===== config.mk =====
export PLATFORM = sky130hd
export DESIGN_NAME = bmp_rle_decoder_unit
export DESIGN_NICKNAME = d
export VERILOG_FILES = /design/src/rtl/bmprle_pkg.sv /design/src/rtl/bmp_rle_decoder_unit.sv /design/src/rtl/bmprle_core.sv
export SDC_FILE = /design/constraint.sdc
export NUM_CORES = 1
export LEC_CHECK = 0
export BUFFER_PORTS_ARGS = -buffer_cell sky130_fd_sc_hd__clkbuf_2
export CORE_MARGIN = 4
export CORE_UTILIZATION = 30
export CTS_CLUSTER_SIZE = 14
export DETAILED_ROUTE_END_ITERATION = 10
export HOLD_SLACK_MARGIN = 0.12
export RECOVER_POWER = 50
export SLEW_MARGIN = 20
export SYNTH_ARGS = -nofsm -noshare
export SYNTH_HDL_FRONTEND = slang
export SYNTH_SLANG_ARGS = --single-unit

===== constraint.sdc =====
create_clock -name clk -period 9.6 [get_ports clk]
set_input_delay 0 -clock clk [delete_from_list [all_inputs] [get_ports clk]]
set_output_delay 0 -clock clk [all_outputs]
set_load 0.02 [all_outputs]

===== src/rtl/bmprle_pkg.sv =====
// Shared types and constants for the bitmap RLE8/RLE4 decoder.
// No dependencies; used by bmprle_core and bmp_rle_decoder_unit.
package bmprle_pkg;

  // Decode phase of the byte stream
  typedef enum logic [2:0] {
    PH_COUNT,
    PH_VALUE,
    PH_DX,
    PH_DY,
    PH_ABS,
    PH_PAD
  } phase_t;

  // Configuration register indexes
  localparam int CFG_IDX_W  = 3;
  localparam int CFG_DATA_W = 13;
  localparam logic [CFG_IDX_W-1:0] CFG_FOUR_BIT = 3'd0;
  localparam logic [CFG_IDX_W-1:0] CFG_WIDTH    = 3'd1;
  localparam logic [CFG_IDX_W-1:0] CFG_HEIGHT   = 3'd2;
  localparam logic [CFG_IDX_W-1:0] CFG_TOP_DOWN = 3'd3;

  // Escape codes that follow a zero-length run
  localparam logic [7:0] ESC_EOL   = 8'd0;
  localparam logic [7:0] ESC_EOP   = 8'd1;
  localparam logic [7:0] ESC_DELTA = 8'd2;

  typedef struct packed {
    logic [7:0] stream_byte;
    logic       image_start;
  } in_item_t;

  typedef struct packed {
    logic        write_valid;
    logic [11:0] row;
    logic [11:0] start_column;
    logic [7:0]  run_length;
    logic [7:0]  even_index;
    logic [7:0]  odd_index;
    logic        picture_done;
  } out_item_t;

  typedef struct packed {
    logic        four_bit_mode;
    logic [12:0] image_width;
    logic [12:0] image_height;
    logic        top_down;
  } cfg_t;

endpackage


===== src/rtl/bmp_rle_decoder_unit.sv =====
// Bitmap RLE8/RLE4 decoder: one compressed byte in, one result item out per byte.
// The result is registered at the accepting edge, into the output or skid register.
// Throughput: one byte per cycle; decode is a single combinational pass into the
// output register, backed by a skid register; input stalls only while both hold an item.
// Reset (synchronous, rst_n low): decode restarts at the first row, column zero,
// configuration returns to RLE8, width 1, height 1, bottom-up; output is empty.
module bmp_rle_decoder_unit #(
  parameter int MAX_WIDTH  = 4096,
  parameter int MAX_HEIGHT = 4096
) (
  input  logic                                clk,
  input  logic                                rst_n,
  input  logic                                in_valid,
  output logic                                in_stall,
  input  bmprle_pkg::in_item_t                in_data,
  output logic                                out_valid,
  input  logic                                out_stall,
  output bmprle_pkg::out_item_t               out_data,
  input  logic                                cfg_valid,
  output logic                                cfg_ready,
  input  logic [bmprle_pkg::CFG_IDX_W-1:0]    cfg_index,
  input  logic [bmprle_pkg::CFG_DATA_W-1:0]   cfg_data
);

  // Configuration registers
  bmprle_pkg::cfg_t cfg_r;

  assign cfg_ready = 1'b1;

  always_ff @(posedge clk) begin
    if (!rst_n) begin
      cfg_r.four_bit_mode <= 1'b0;
      cfg_r.image_width   <= 13'd1;
      cfg_r.image_height  <= 13'd1;
      cfg_r.top_down      <= 1'b0;
    end else if (cfg_valid && cfg_ready) begin
      case (cfg_index)
        bmprle_pkg::CFG_FOUR_BIT: cfg_r.four_bit_mode <= cfg_data[0];
        bmprle_pkg::CFG_WIDTH:    cfg_r.image_width   <= cfg_data;
        bmprle_pkg::CFG_HEIGHT:   cfg_r.image_height  <= cfg_data;
        bmprle_pkg::CFG_TOP_DOWN: cfg_r.top_down      <= cfg_data[0];
        default: begin
        end
      endcase
    end
  end

  // Decoder
  logic                  in_fire, out_fire, slot_free;
  bmprle_pkg::out_item_t res;

  bmprle_core #(
    .MAX_WIDTH  (MAX_WIDTH),
    .MAX_HEIGHT (MAX_HEIGHT)
  ) u_core (
    .clk   (clk),
    .rst_n (rst_n),
    .fire  (in_fire),
    .item  (in_data),
    .cfg   (cfg_r),
    .res   (res)
  );

  // Output register plus skid register
  logic                  out_valid_r, skid_valid_r;
  bmprle_pkg::out_item_t out_data_r, skid_data_r;

  assign in_stall  = skid_valid_r;
  assign in_fire   = in_valid && !in_stall;
  assign out_valid = out_valid_r;
  assign out_data  = out_data_r;
  assign out_fire  = out_valid_r && !out_stall;
  assign slot_free = out_fire || !out_valid_r;

  always_ff @(posedge clk) begin
    if (!rst_n) begin
      out_valid_r  <= 1'b0;
      skid_valid_r <= 1'b0;
    end else if (slot_free) begin
      if (skid_valid_r) begin
        out_valid_r  <= 1'b1;
        skid_valid_r <= 1'b0;
      end else begin
        out_valid_r <= in_fire;
      end
    end else if (in_fire) begin
      skid_valid_r <= 1'b1;
    end
  end

  always_ff @(posedge clk) begin
    if (slot_free) begin
      if (skid_valid_r) begin
        out_data_r <= skid_data_r;
      end else if (in_fire) begin
        out_data_r <= res;
      end
    end else if (in_fire) begin
      skid_data_r <= res;
    end
  end

`ifndef SYNTH
  a_reset_empties: assert property (@(posedge clk)
    !rst_n |=> !out_valid_r && !skid_valid_r)
    else $error("output stages not empty after reset");

  a_skid_behind_out: assert property (@(posedge clk) disable iff (!rst_n)
    skid_valid_r |-> out_valid_r)
    else $error("skid holds an item while output register is empty");

  a_skid_fill_cause: assert property (@(posedge clk) disable iff (!rst_n)
    $rose(skid_valid_r) |-> $past(out_valid_r && out_stall && in_fire))
    else $error("skid filled without a stalled output");

  a_write_nonzero: assert property (@(posedge clk) disable iff (!rst_n)
    out_valid_r && out_data_r.write_valid |-> out_data_r.run_length != 8'd0)
    else $error("run write with zero length");

  a_no_write_idle: assert property (@(posedge clk) disable iff (!rst_n)
    out_valid_r && !out_data_r.write_valid |-> out_data_r.run_length == 8'd0)
    else $error("dropped write carries a length");
`endif

endmodule


===== src/rtl/bmprle_core.sv =====
// Decode state and single-pass byte decode logic for the RLE8/RLE4 decoder.
// Depends on bmprle_pkg. Result is combinational; state advances on each item.
module bmprle_core #(
  parameter int MAX_WIDTH  = 4096,
  parameter int MAX_HEIGHT = 4096
) (
  input  logic                  clk,
  input  logic                  rst_n,
  input  logic                  fire,
  input  bmprle_pkg::in_item_t  item,
  input  bmprle_pkg::cfg_t      cfg,
  output bmprle_pkg::out_item_t res
);

  localparam logic [15:0] MAX_W16 = 16'(MAX_WIDTH);
  localparam logic [15:0] MAX_H16 = 16'(MAX_HEIGHT);

  function automatic logic [15:0] sat16(input logic [16:0] v);
    sat16 = v[16] ? 16'hFFFF : v[15:0];
  endfunction

  // State registers
  bmprle_pkg::phase_t phase_r, phase_nxt;
  logic [15:0] col_r, col_nxt;
  logic [15:0] row_r, row_nxt;
  logic [7:0]  held_r, held_nxt;
  logic [7:0]  total_r, total_nxt;
  logic [7:0]  seen_r, seen_nxt;
  logic        done_r, done_nxt;

  // State as seen by this item, after an optional restart
  bmprle_pkg::phase_t s_phase;
  logic [15:0] s_col, s_row;
  logic [7:0]  s_held, s_total, s_seen;
  logic        s_done;

  logic [7:0]  b;
  logic [3:0]  hi, lo;
  logic [15:0] w, h;

  assign b  = item.stream_byte;
  assign hi = b[7:4];
  assign lo = b[3:0];

  assign s_phase = item.image_start ? bmprle_pkg::PH_COUNT : phase_r;
  assign s_col   = item.image_start ? 16'd0 : col_r;
  assign s_row   = item.image_start ? 16'd0 : row_r;
  assign s_held  = item.image_start ? 8'd0  : held_r;
  assign s_total = item.image_start ? 8'd0  : total_r;
  assign s_seen  = item.image_start ? 8'd0  : seen_r;
  assign s_done  = item.image_start ? 1'b0  : done_r;

  // Effective image size, clamped to 1..MAX
  always_comb begin
    if (cfg.image_width == 13'd0) begin
      w = 16'd1;
    end else if ({3'd0, cfg.image_width} > MAX_W16) begin
      w = MAX_W16;
    end else begin
      w = {3'd0, cfg.image_width};
    end
    if (cfg.image_height == 13'd0) begin
      h = 16'd1;
    end else if ({3'd0, cfg.image_height} > MAX_H16) begin
      h = MAX_H16;
    end else begin
      h = {3'd0, cfg.image_height};
    end
  end

  // Encoded run: count clipped to the width
  logic [16:0] col_plus_held;
  logic [15:0] w_minus_col;
  logic        col_lt_w, run_clip, cnt_pos;
  logic [7:0]  cnt8;

  assign col_plus_held = {1'b0, s_col} + 17'(s_held);
  assign w_minus_col   = w - s_col;
  assign col_lt_w      = s_col < w;
  assign run_clip      = col_plus_held > {1'b0, w};
  assign cnt_pos       = run_clip ? col_lt_w : (s_held != 8'd0);
  assign cnt8          = run_clip ? w_minus_col[7:0] : s_held;

  // Absolute run: pixels covered by this byte and bytes needed
  logic [8:0] first_px, left_px, need4;
  logic [7:0] need, seen_inc;
  logic [1:0] abs_n;

  assign first_px = {s_seen, 1'b0};
  assign left_px  = ({1'b0, s_total} > first_px) ? ({1'b0, s_total} - first_px) : 9'd0;
  assign need4    = ({1'b0, s_total} + 9'd1) >> 1;
  assign need     = cfg.four_bit_mode ? need4[7:0] : s_total;
  assign seen_inc = (s_seen < 8'hFF) ? (s_seen + 8'd1) : s_seen;

  always_comb begin
    if (cfg.four_bit_mode) begin
      abs_n = (left_px < 9'd2) ? left_px[1:0] : 2'd2;
    end else begin
      abs_n = {1'b0, s_seen < s_total};
    end
  end

  // Next-state logic
  logic [15:0] col_a, row_a, row_nl;
  logic        do_finish, force_nl, done_a, new_line;

  always_comb begin
    phase_nxt = s_phase;
    held_nxt  = s_held;
    total_nxt = s_total;
    seen_nxt  = s_seen;
    col_a     = s_col;
    row_a     = s_row;
    done_a    = s_done;
    do_finish = 1'b0;
    force_nl  = 1'b0;
    if (!s_done) begin
      case (s_phase)
        bmprle_pkg::PH_COUNT: begin
          held_nxt  = b;
          phase_nxt = bmprle_pkg::PH_VALUE;
        end
        bmprle_pkg::PH_VALUE: begin
          if (cnt_pos) begin
            col_a     = s_col + 16'(cnt8);
            do_finish = 1'b1;
          end else if (b == bmprle_pkg::ESC_EOL) begin
            force_nl  = 1'b1;
            phase_nxt = bmprle_pkg::PH_COUNT;
          end else if (b == bmprle_pkg::ESC_EOP) begin
            done_a    = 1'b1;
            phase_nxt = bmprle_pkg::PH_COUNT;
          end else if (b == bmprle_pkg::ESC_DELTA) begin
            phase_nxt = bmprle_pkg::PH_DX;
          end else begin
            total_nxt = b;
            seen_nxt  = 8'd0;
            phase_nxt = bmprle_pkg::PH_ABS;
          end
        end
        bmprle_pkg::PH_DX: begin
          held_nxt  = b;
          phase_nxt = bmprle_pkg::PH_DY;
        end
        bmprle_pkg::PH_DY: begin
          col_a     = sat16(col_plus_held);
          row_a     = sat16({1'b0, s_row} + 17'(b));
          do_finish = 1'b1;
        end
        bmprle_pkg::PH_ABS: begin
          col_a    = sat16({1'b0, s_col} + 17'(abs_n));
          seen_nxt = seen_inc;
          if (seen_inc >= need) begin
            if (need[0]) begin
              phase_nxt = bmprle_pkg::PH_PAD;
            end else begin
              do_finish = 1'b1;
            end
          end
        end
        bmprle_pkg::PH_PAD: begin
          do_finish = 1'b1;
        end
        default: begin
          phase_nxt = bmprle_pkg::PH_COUNT;
        end
      endcase
    end
    if (do_finish) begin
      phase_nxt = bmprle_pkg::PH_COUNT;
    end
  end

  // Line end: explicit, or an overlong line after a finished command
  assign new_line = force_nl || (do_finish && ({1'b0, col_a} > ({1'b0, w} + 17'd1)));
  assign row_nl   = sat16({1'b0, row_a} + 17'd1);
  assign col_nxt  = new_line ? 16'd0 : col_a;
  assign row_nxt  = new_line ? row_nl : row_a;
  assign done_nxt = done_a || (new_line && (row_nl >= h));

  // Run write selection
  logic       em_en;
  logic [7:0] em_len, em_ev, em_od;

  always_comb begin
    em_en  = 1'b0;
    em_len = 8'd0;
    em_ev  = b;
    em_od  = b;
    if (cfg.four_bit_mode) begin
      em_ev = {4'd0, hi};
      em_od = {4'd0, lo};
    end
    if (!s_done) begin
      case (s_phase)
        bmprle_pkg::PH_VALUE: begin
          em_en  = cnt_pos;
          em_len = cnt8;
        end
        bmprle_pkg::PH_ABS: begin
          em_en  = 1'b1;
          em_len = 8'(abs_n);
        end
        default: begin
          em_en = 1'b0;
        end
      endcase
    end
  end

  // Clip the write to the image
  logic [16:0] em_end;
  logic [7:0]  wr_len;
  logic [15:0] wr_row;
  logic        wr_ok;

  assign em_end = {1'b0, s_col} + 17'(em_len);
  assign wr_len = (em_end > {1'b0, w}) ? w_minus_col[7:0] : em_len;
  assign wr_row = cfg.top_down ? s_row : (h - 16'd1 - s_row);
  assign wr_ok  = em_en && (em_len != 8'd0) && (s_row < h) && col_lt_w;

  always_comb begin
    res              = '0;
    res.write_valid  = wr_ok;
    res.picture_done = done_nxt;
    if (wr_ok) begin
      res.row          = wr_row[11:0];
      res.start_column = s_col[11:0];
      res.run_length   = wr_len;
      res.even_index   = em_ev;
      res.odd_index    = em_od;
    end
  end

  // State update on each accepted item
  always_ff @(posedge clk) begin
    if (!rst_n) begin
      phase_r <= bmprle_pkg::PH_COUNT;
      col_r   <= '0;
      row_r   <= '0;
      held_r  <= '0;
      total_r <= '0;
      seen_r  <= '0;
      done_r  <= 1'b0;
    end else if (fire) begin
      phase_r <= phase_nxt;
      col_r   <= col_nxt;
      row_r   <= row_nxt;
      held_r  <= held_nxt;
      total_r <= total_nxt;
      seen_r  <= seen_nxt;
      done_r  <= done_nxt;
    end
  end

endmodule


# After elaboration in Yosys (flattened, before gate mapping)
# Index checks and enable logic that the tools add are counted.
# op_classes
reduce_logical	30
n_mux	78
order_cmp	13
n_bitwise	2
n_addsub	13
eq_ne	10
# op_table
cell	n
16-bit two-way mux	12
8-bit two-way mux	23
50-bit two-way mux	2
13-bit two-way mux	4
16-bit by 8-bit adder with 17-bit output	3
48-bit two-way mux	1
16-bit case mux with 3 select lines	1
17-bit by 13-bit > comparator with 1-bit output	2
16-bit by 13-bit < comparator with 1-bit output	2
8-bit case mux with 2 select lines	2
3-bit two-way mux	9
13-bit > comparator (second input constant)	2
13-bit zero test	2
16-bit by 1-bit adder with 17-bit output (second input constant)	1
16-bit by 2-bit adder with 17-bit output	1
16-bit by 17-bit > comparator with 1-bit output	1
1-bit two-way mux	17
16-bit by 8-bit adder with 16-bit output	1
16-bit by 13-bit >= comparator with 1-bit output	1
8-bit nonzero test	2
3-bit case mux with 5 select lines	1
13-bit by 1-bit adder with 14-bit output (second input constant)	1
3-bit by 2-bit == test with 1-bit output (second input constant)	4
12-bit two-way mux	1
other kinds (28)	50
# totals
elab_cells	173
output_inout_bits	53
reg_bits	190

# Logic depth before layout (Yosys ltp)
# depth
word_depth	17
mapped_depth	44
depth_no_buf	39

# By module
# A second synthesis with hierarchy kept.
# hier_totals
hier_cells	1929
hier_area_um2	16404.5
# modules_own_cells
module	cells_each	n_inst	area_each_um2
bmprle_core	1651	1	11598.6
bmp_rle_decoder_unit	278	1	4805.9

# Worst setup path after synthesis
# OpenSTA, ideal clock, no wires.
# synth_timing
path_kind	in2reg
from	input port in_data[0] (netlist name)
to	register out_data_r (netlist bit out_data[21]) (data pin)
required_time_ns	9.322
setup_time_ns	0.278
path_slack_ns	0.019
arrival_ns	9.304
cell_stages	41
path_buffers	5
path_cell_list	inv_1 -> clkbuf_1 -> clkbuf_1 -> clkbuf_1 -> buf_1 -> nand2_1 -> inv_1 -> ha_1 -> a21oi_1 -> a2111oi_2 -> a211o_2 -> a21oi_1 -> o21a_1 -> or2_2 -> ha_1 -> nand4_1 -> o31a_1 -> o31a_1 -> [5 not listed] -> ha_1 -> a21o_1 -> a21oi_1 -> o21ai_0 -> a21o_1 -> and2_1 -> o21a_1 -> o21ai_0 -> xor2_1 -> nor2_1 -> ha_1 -> nand4_1 -> or4_1 -> a222oi_1 -> clkbuf_1 -> nor2_1 -> a21oi_1 -> o31ai_2
# synth_via
elab_chain_cells	15
elab_cells_between_ends	38
# synth_rtl
element	line	rtl
start, declared	bmp_rle_decoder_unit.sv:15	input bmprle_pkg::in_item_t in_data,
parallel branches: the longest is 12 deep, another holds 16-bit by 8-bit adder with 17-bit output	-	
48-bit two-way mux (*)	bmprle_core.sv:226	if (wr_ok) begin
50-bit two-way mux (*)	bmp_rle_decoder_unit.sv:95	end else if (in_fire) begin
50-bit two-way mux (*)	bmp_rle_decoder_unit.sv:93	if (skid_valid_r) begin
end signal, assigned	bmp_rle_decoder_unit.sv:94	out_data_r <= skid_data_r;
end signal, assigned	bmp_rle_decoder_unit.sv:96	out_data_r <= res;
end, declared	bmp_rle_decoder_unit.sv:66	bmprle_pkg::out_item_t out_data_r, skid_data_r;
# Mark *: on every way between the ends. The select of a mux whose other input is x is not followed.
# A chain may end at the register's enable or synchronous reset.

# Worst setup path in the final report
# layout_timing
from	register u_core.held_r[2]
to	register out_data_r (netlist bit out_data[18]) (data pin)
# layout_via
elab_chain_cells	13
elab_cells_between_ends	20
# layout_rtl
element	line	rtl
start, declared	bmprle_core.sv:26	logic [7:0] held_r, held_nxt;
start signal, assigned	bmprle_core.sv:249	held_r <= held_nxt;
8-bit two-way mux (*)	bmprle_core.sv:48	assign s_held = item.image_start ? 8'd0 : held_r;
parallel branches: the longest is 9 deep, another holds 16-bit by 8-bit adder with 17-bit output	-	
48-bit two-way mux (*)	bmprle_core.sv:226	
50-bit two-way mux (*)	bmp_rle_decoder_unit.sv:95	
50-bit two-way mux (*)	bmp_rle_decoder_unit.sv:93	
# Marked as above.

==> run summary <==
commonest register cell after synthesis = sky130_fd_sc_hd__edfxtp_1
Detailed Place HPWL = 42.3 mm
CP startpoint kind = register
syn_area_per_cell = 8.33 um^2
clock insertion delay at the later pin of the skew report = 0.46 ns
vias in the first global route = 14300
minimum clock period = 9.13 ns
Post-Syn Instances = 1961
FF-to-FF Start = u_core.held_r[2]
capturing point of the worst reg2reg path = out_data[18]
portion of the post-synthesis area used by sequential elements = 27.9%
share of async-settable or async-resettable flops after synthesis = 0%
Detailed Route WL = 54.4 mm
synthesis-stage register bit count = 182
count of vias placed by the detailed router = 15200
fraction of power spent switching nets = 32.4%
fraction of the cycle the final worst path needs = 95.1%
Most Frequent Cell on Critical Path = sky130_fd_sc_hd__ha_1
setup TNS = 0 ns
part of the power in registers = 42.2%
number of buffers on the longest clock path = 2
combinational share of power = 22.9%
CTS buffer count = 17
Finished Cell Area = 18300 um^2
classification of the worst-slack hold path = in -> reg
outcome = complete, but fails checks
PD cells = 112 nW/um^2
slew margin rel. = -53.1%
largest clock skew in the final design = 0.0139 ns
initial antenna violation count = 1
end of the worst hold path = skid_data_r[9]
Port Buf Inserts = 81
H-tree Lvls = 4
die footprint = 58300 um^2
Congestion Overflow GR = 0
number of synthesized flops with an enable pin = 92
worst reg2reg path depth = 34
clock tree from TritonCTS = done
clock edge transition at the registers on the reported setup and hold paths = 0.07 ns
worst slew pin tran = 2.30 ns
startpoint of the tightest hold check path = in_data[1]
library cell with the highest instance count after synthesis = sky130_fd_sc_hd__nand2_1
worst-path fanout max = 10
fill cell count = 5534
final count of pins violating max slew = 123
unrepaired setup endpoints after global routing = yes
dominant cell type by area after synthesis = sky130_fd_sc_hd__edfxtp_1
leak pwr = 7.16 nW
global-route wire length before repair = 83.0 mm
area share of the largest cell type after synthesis = 16.9%
maximum number of pins on one net before global-route repair = 73
Die Span X = 241 um
CORE AREA = 53900 um^2
residual antenna-violating net count after detailed routing = 0
vias per std cell = 5.56
All-Layer GR Usage = 18.1%
post-synthesis instance area = 16300 um^2
share of layout cells above drive strength 1 = 11.0%
DRC errors left = 0
count of maximum capacitance violations = 4
effective utilization at floorplan = 30.3%
cell with the largest stage delay on the worst path = sky130_fd_sc_hd__or4_4
crit-path max cell delay = 0.62 ns
number of clock sinks = 182
Total Nets Final = 2225
top cells by instance count after synthesis = sky130_fd_sc_hd__nand2_1 (255), sky130_fd_sc_hd__ha_1 (154), sky130_fd_sc_hd__nor2_1 (151)
vertical extent of the die = 241 um
cell internal pwr = 1.38 mW
post-detailed-route wirelength per cell = 19.8 um
critical path class = reg -> reg
main area contributors after synthesis = sky130_fd_sc_hd__edfxtp_1 (17%), sky130_fd_sc_hd__ha_1 (12%), sky130_fd_sc_hd__dfxtp_1 (11%), sky130_fd_sc_hd__nand2_1 (5.9%), sky130_fd_sc_hd__nor2_1 (3.5%)
drt first-iter violations = 1512
Cell Rows = 85
net switching component of the power = 664 uW
Clock Root Buffer = sky130_fd_sc_hd__clkbuf_16
layout overhead on the synthesized area = 12.3%
Worst R2R Setup Slack = 0.47 ns
number of detailed-route iterations in the first pass = 6
synthesis warning total = 0
end-of-flow core utilization = 34.0%
violations in the final reports = max-capacitance violations, max-slew violations
I/O pin count = 83
Required @ worst endpoint = 9.89 ns
Cell Area, Placed = 17500 um^2
worst supply voltage drop on vdd = 100 uV
final number of setup-violating endpoints = 0
worst hold stages = 3
total count of hold-check failures in the final report = 0
Clock power frac = 35.0%
final weighted congestion of routability-driven global placement = 0.982
worst path arrival time = 9.42 ns
Critical Path End Type = register
Cell variety after synth = 103
Fmax achieved = 109 MHz
## flip-flops by register name, summed over array words and instances (netlist names)
name            count
cfg_r              28
in_stall            1
out_data           46
out_valid           1
skid_data_r        46
u_core.col_r       16
u_core.done_r       1
u_core.held_r       8
u_core.phase_r      3
u_core.row_r       16
u_core.seen_r       8
u_core.total_r      8
## per-stage QoR
stage / hold slack, ns / total power [mW] / setup WS, ns / std cells
after global routing: 0.181 / 2.13 / -0.0467 / 2743
after CTS: 0.134 / 2.05 / 0.0707 / 2735
after floorplan: 0.124 / 1.19 / 0.0188 / 1962
after global placement: 0.263 / 1.32 / 0.0970 / 2676
final: 0.149 / 2.05 / 0.467 / 2743
after detailed placement: 0.261 / 1.32 / 0.0735 / 2676
## repair_timing
| item | 4_1_cts | 5_1_grt |
|---|---|---|
| gates resized for setup | 0 | 13 |
| setup buffers | 0 | 6 |
| hold endpoints to repair | 74 | 0 |
| setup endpoints to repair | 0 | 51 |
| hold buffers | 27 | 0 |
## how the worst max path moves through the flow
stage | from | endpoint | slack [ns]
4_1_cts | u_core.held_r[0] | out_data[22] | 0.07
5_1_grt | u_core.held_r[2] | u_core.col_r[13] | -0.05
6_report | u_core.held_r[2] | out_data[18] | 0.47
3_3_place_gp | in_data[0] | out_data[24] | 0.1
3_5_place_dp | in_data[0] | out_data[22] | 0.07
2_1_floorplan | in_data[0] | out_data[21] | 0.02
## layout make-up
cell class / count / area [um^2] / share of cell area [%]
clock inverter: 11 / 113 / 0.614
clock buffer: 21 / 462 / 2.52
timing repair buffer: 156 / 973 / 5.31
multi-input combinational: 1567 / 11000 / 59.7
inverter: 109 / 409 / 2.23
antenna: 1 / 2.50 / 0.0136
tap: 696 / 871 / 4.75
sequential: 182 / 4560 / 24.9
## cells by family after synthesis
group,share of synthesized area [%]
other,0.0229
buffers and inverters,5.50
multiplexers,2.05
flip-flops,27.9
XOR/XNOR,4.43
AO/OA/AOI/OAI,24.8
AND/OR/NAND/NOR,22.4
adder cells (fa/ha/maj),12.8
## power groups by stage
stage	Combinational (mW)	Sequential [mW]	Clock [mW]
global placement	0.438	0.881	0
floorplan	0.304	0.884	0
finish	0.468	0.864	0.716
global route	0.508	0.868	0.755
detailed placement	0.443	0.881	0
CTS	0.454	0.863	0.728
## cell usage in the layout, fill, tap and decap left out, types with 12 or more instances in the layout
cell type,instances
sky130_fd_sc_hd__nand2_1,255
sky130_fd_sc_hd__ha_1,154
sky130_fd_sc_hd__nor2_1,151
sky130_fd_sc_hd__inv_1,106
sky130_fd_sc_hd__a21oi_1,101
sky130_fd_sc_hd__o21ai_0,96
sky130_fd_sc_hd__edfxtp_1,92
sky130_fd_sc_hd__dfxtp_1,90
sky130_fd_sc_hd__nor2b_1,73
sky130_fd_sc_hd__clkbuf_1,60
sky130_fd_sc_hd__xnor2_1,56
sky130_fd_sc_hd__nand3_1,46
sky130_fd_sc_hd__buf_4,43
sky130_fd_sc_hd__o31ai_2,39
sky130_fd_sc_hd__nor3_1,38
sky130_fd_sc_hd__a21o_1,38
sky130_fd_sc_hd__a21boi_0,30
sky130_fd_sc_hd__dlygate4sd3_1,27
sky130_fd_sc_hd__clkbuf_2,27
sky130_fd_sc_hd__mux2i_1,25
sky130_fd_sc_hd__a31oi_1,24
sky130_fd_sc_hd__and3_1,23
sky130_fd_sc_hd__xor2_1,23
sky130_fd_sc_hd__nand2b_1,22
sky130_fd_sc_hd__nand4_1,22
sky130_fd_sc_hd__a211oi_1,19
sky130_fd_sc_hd__and2_1,19
sky130_fd_sc_hd__clkbuf_16,18
sky130_fd_sc_hd__o211ai_1,16
sky130_fd_sc_hd__nor4_1,13
sky130_fd_sc_hd__o21a_1,13
sky130_fd_sc_hd__a32o_1,12
## layer usage
metal,global-route usage [%],up-vias,part of all wire [%]
met2,28.3,621,43
met5,0,-,0
met3,4.09,120,8.0
li1,-,7275,-
met4,5.81,0,3.0
met1,25.0,7232,46
## critical path, delay by kind of cell, from the launching register on
family,cells,cell delay [ns]
XOR/XNOR,1,0.08
adder cells (fa/ha/maj),5,1.58
AND/OR/NAND/NOR,11,2.81
AO/OA/AOI/OAI,14,3.26
flip-flops,1,0.35
multiplexers,1,0.34
buffers and inverters,2,0.53
No activity file was read; power rests on OpenSTA's default activity.
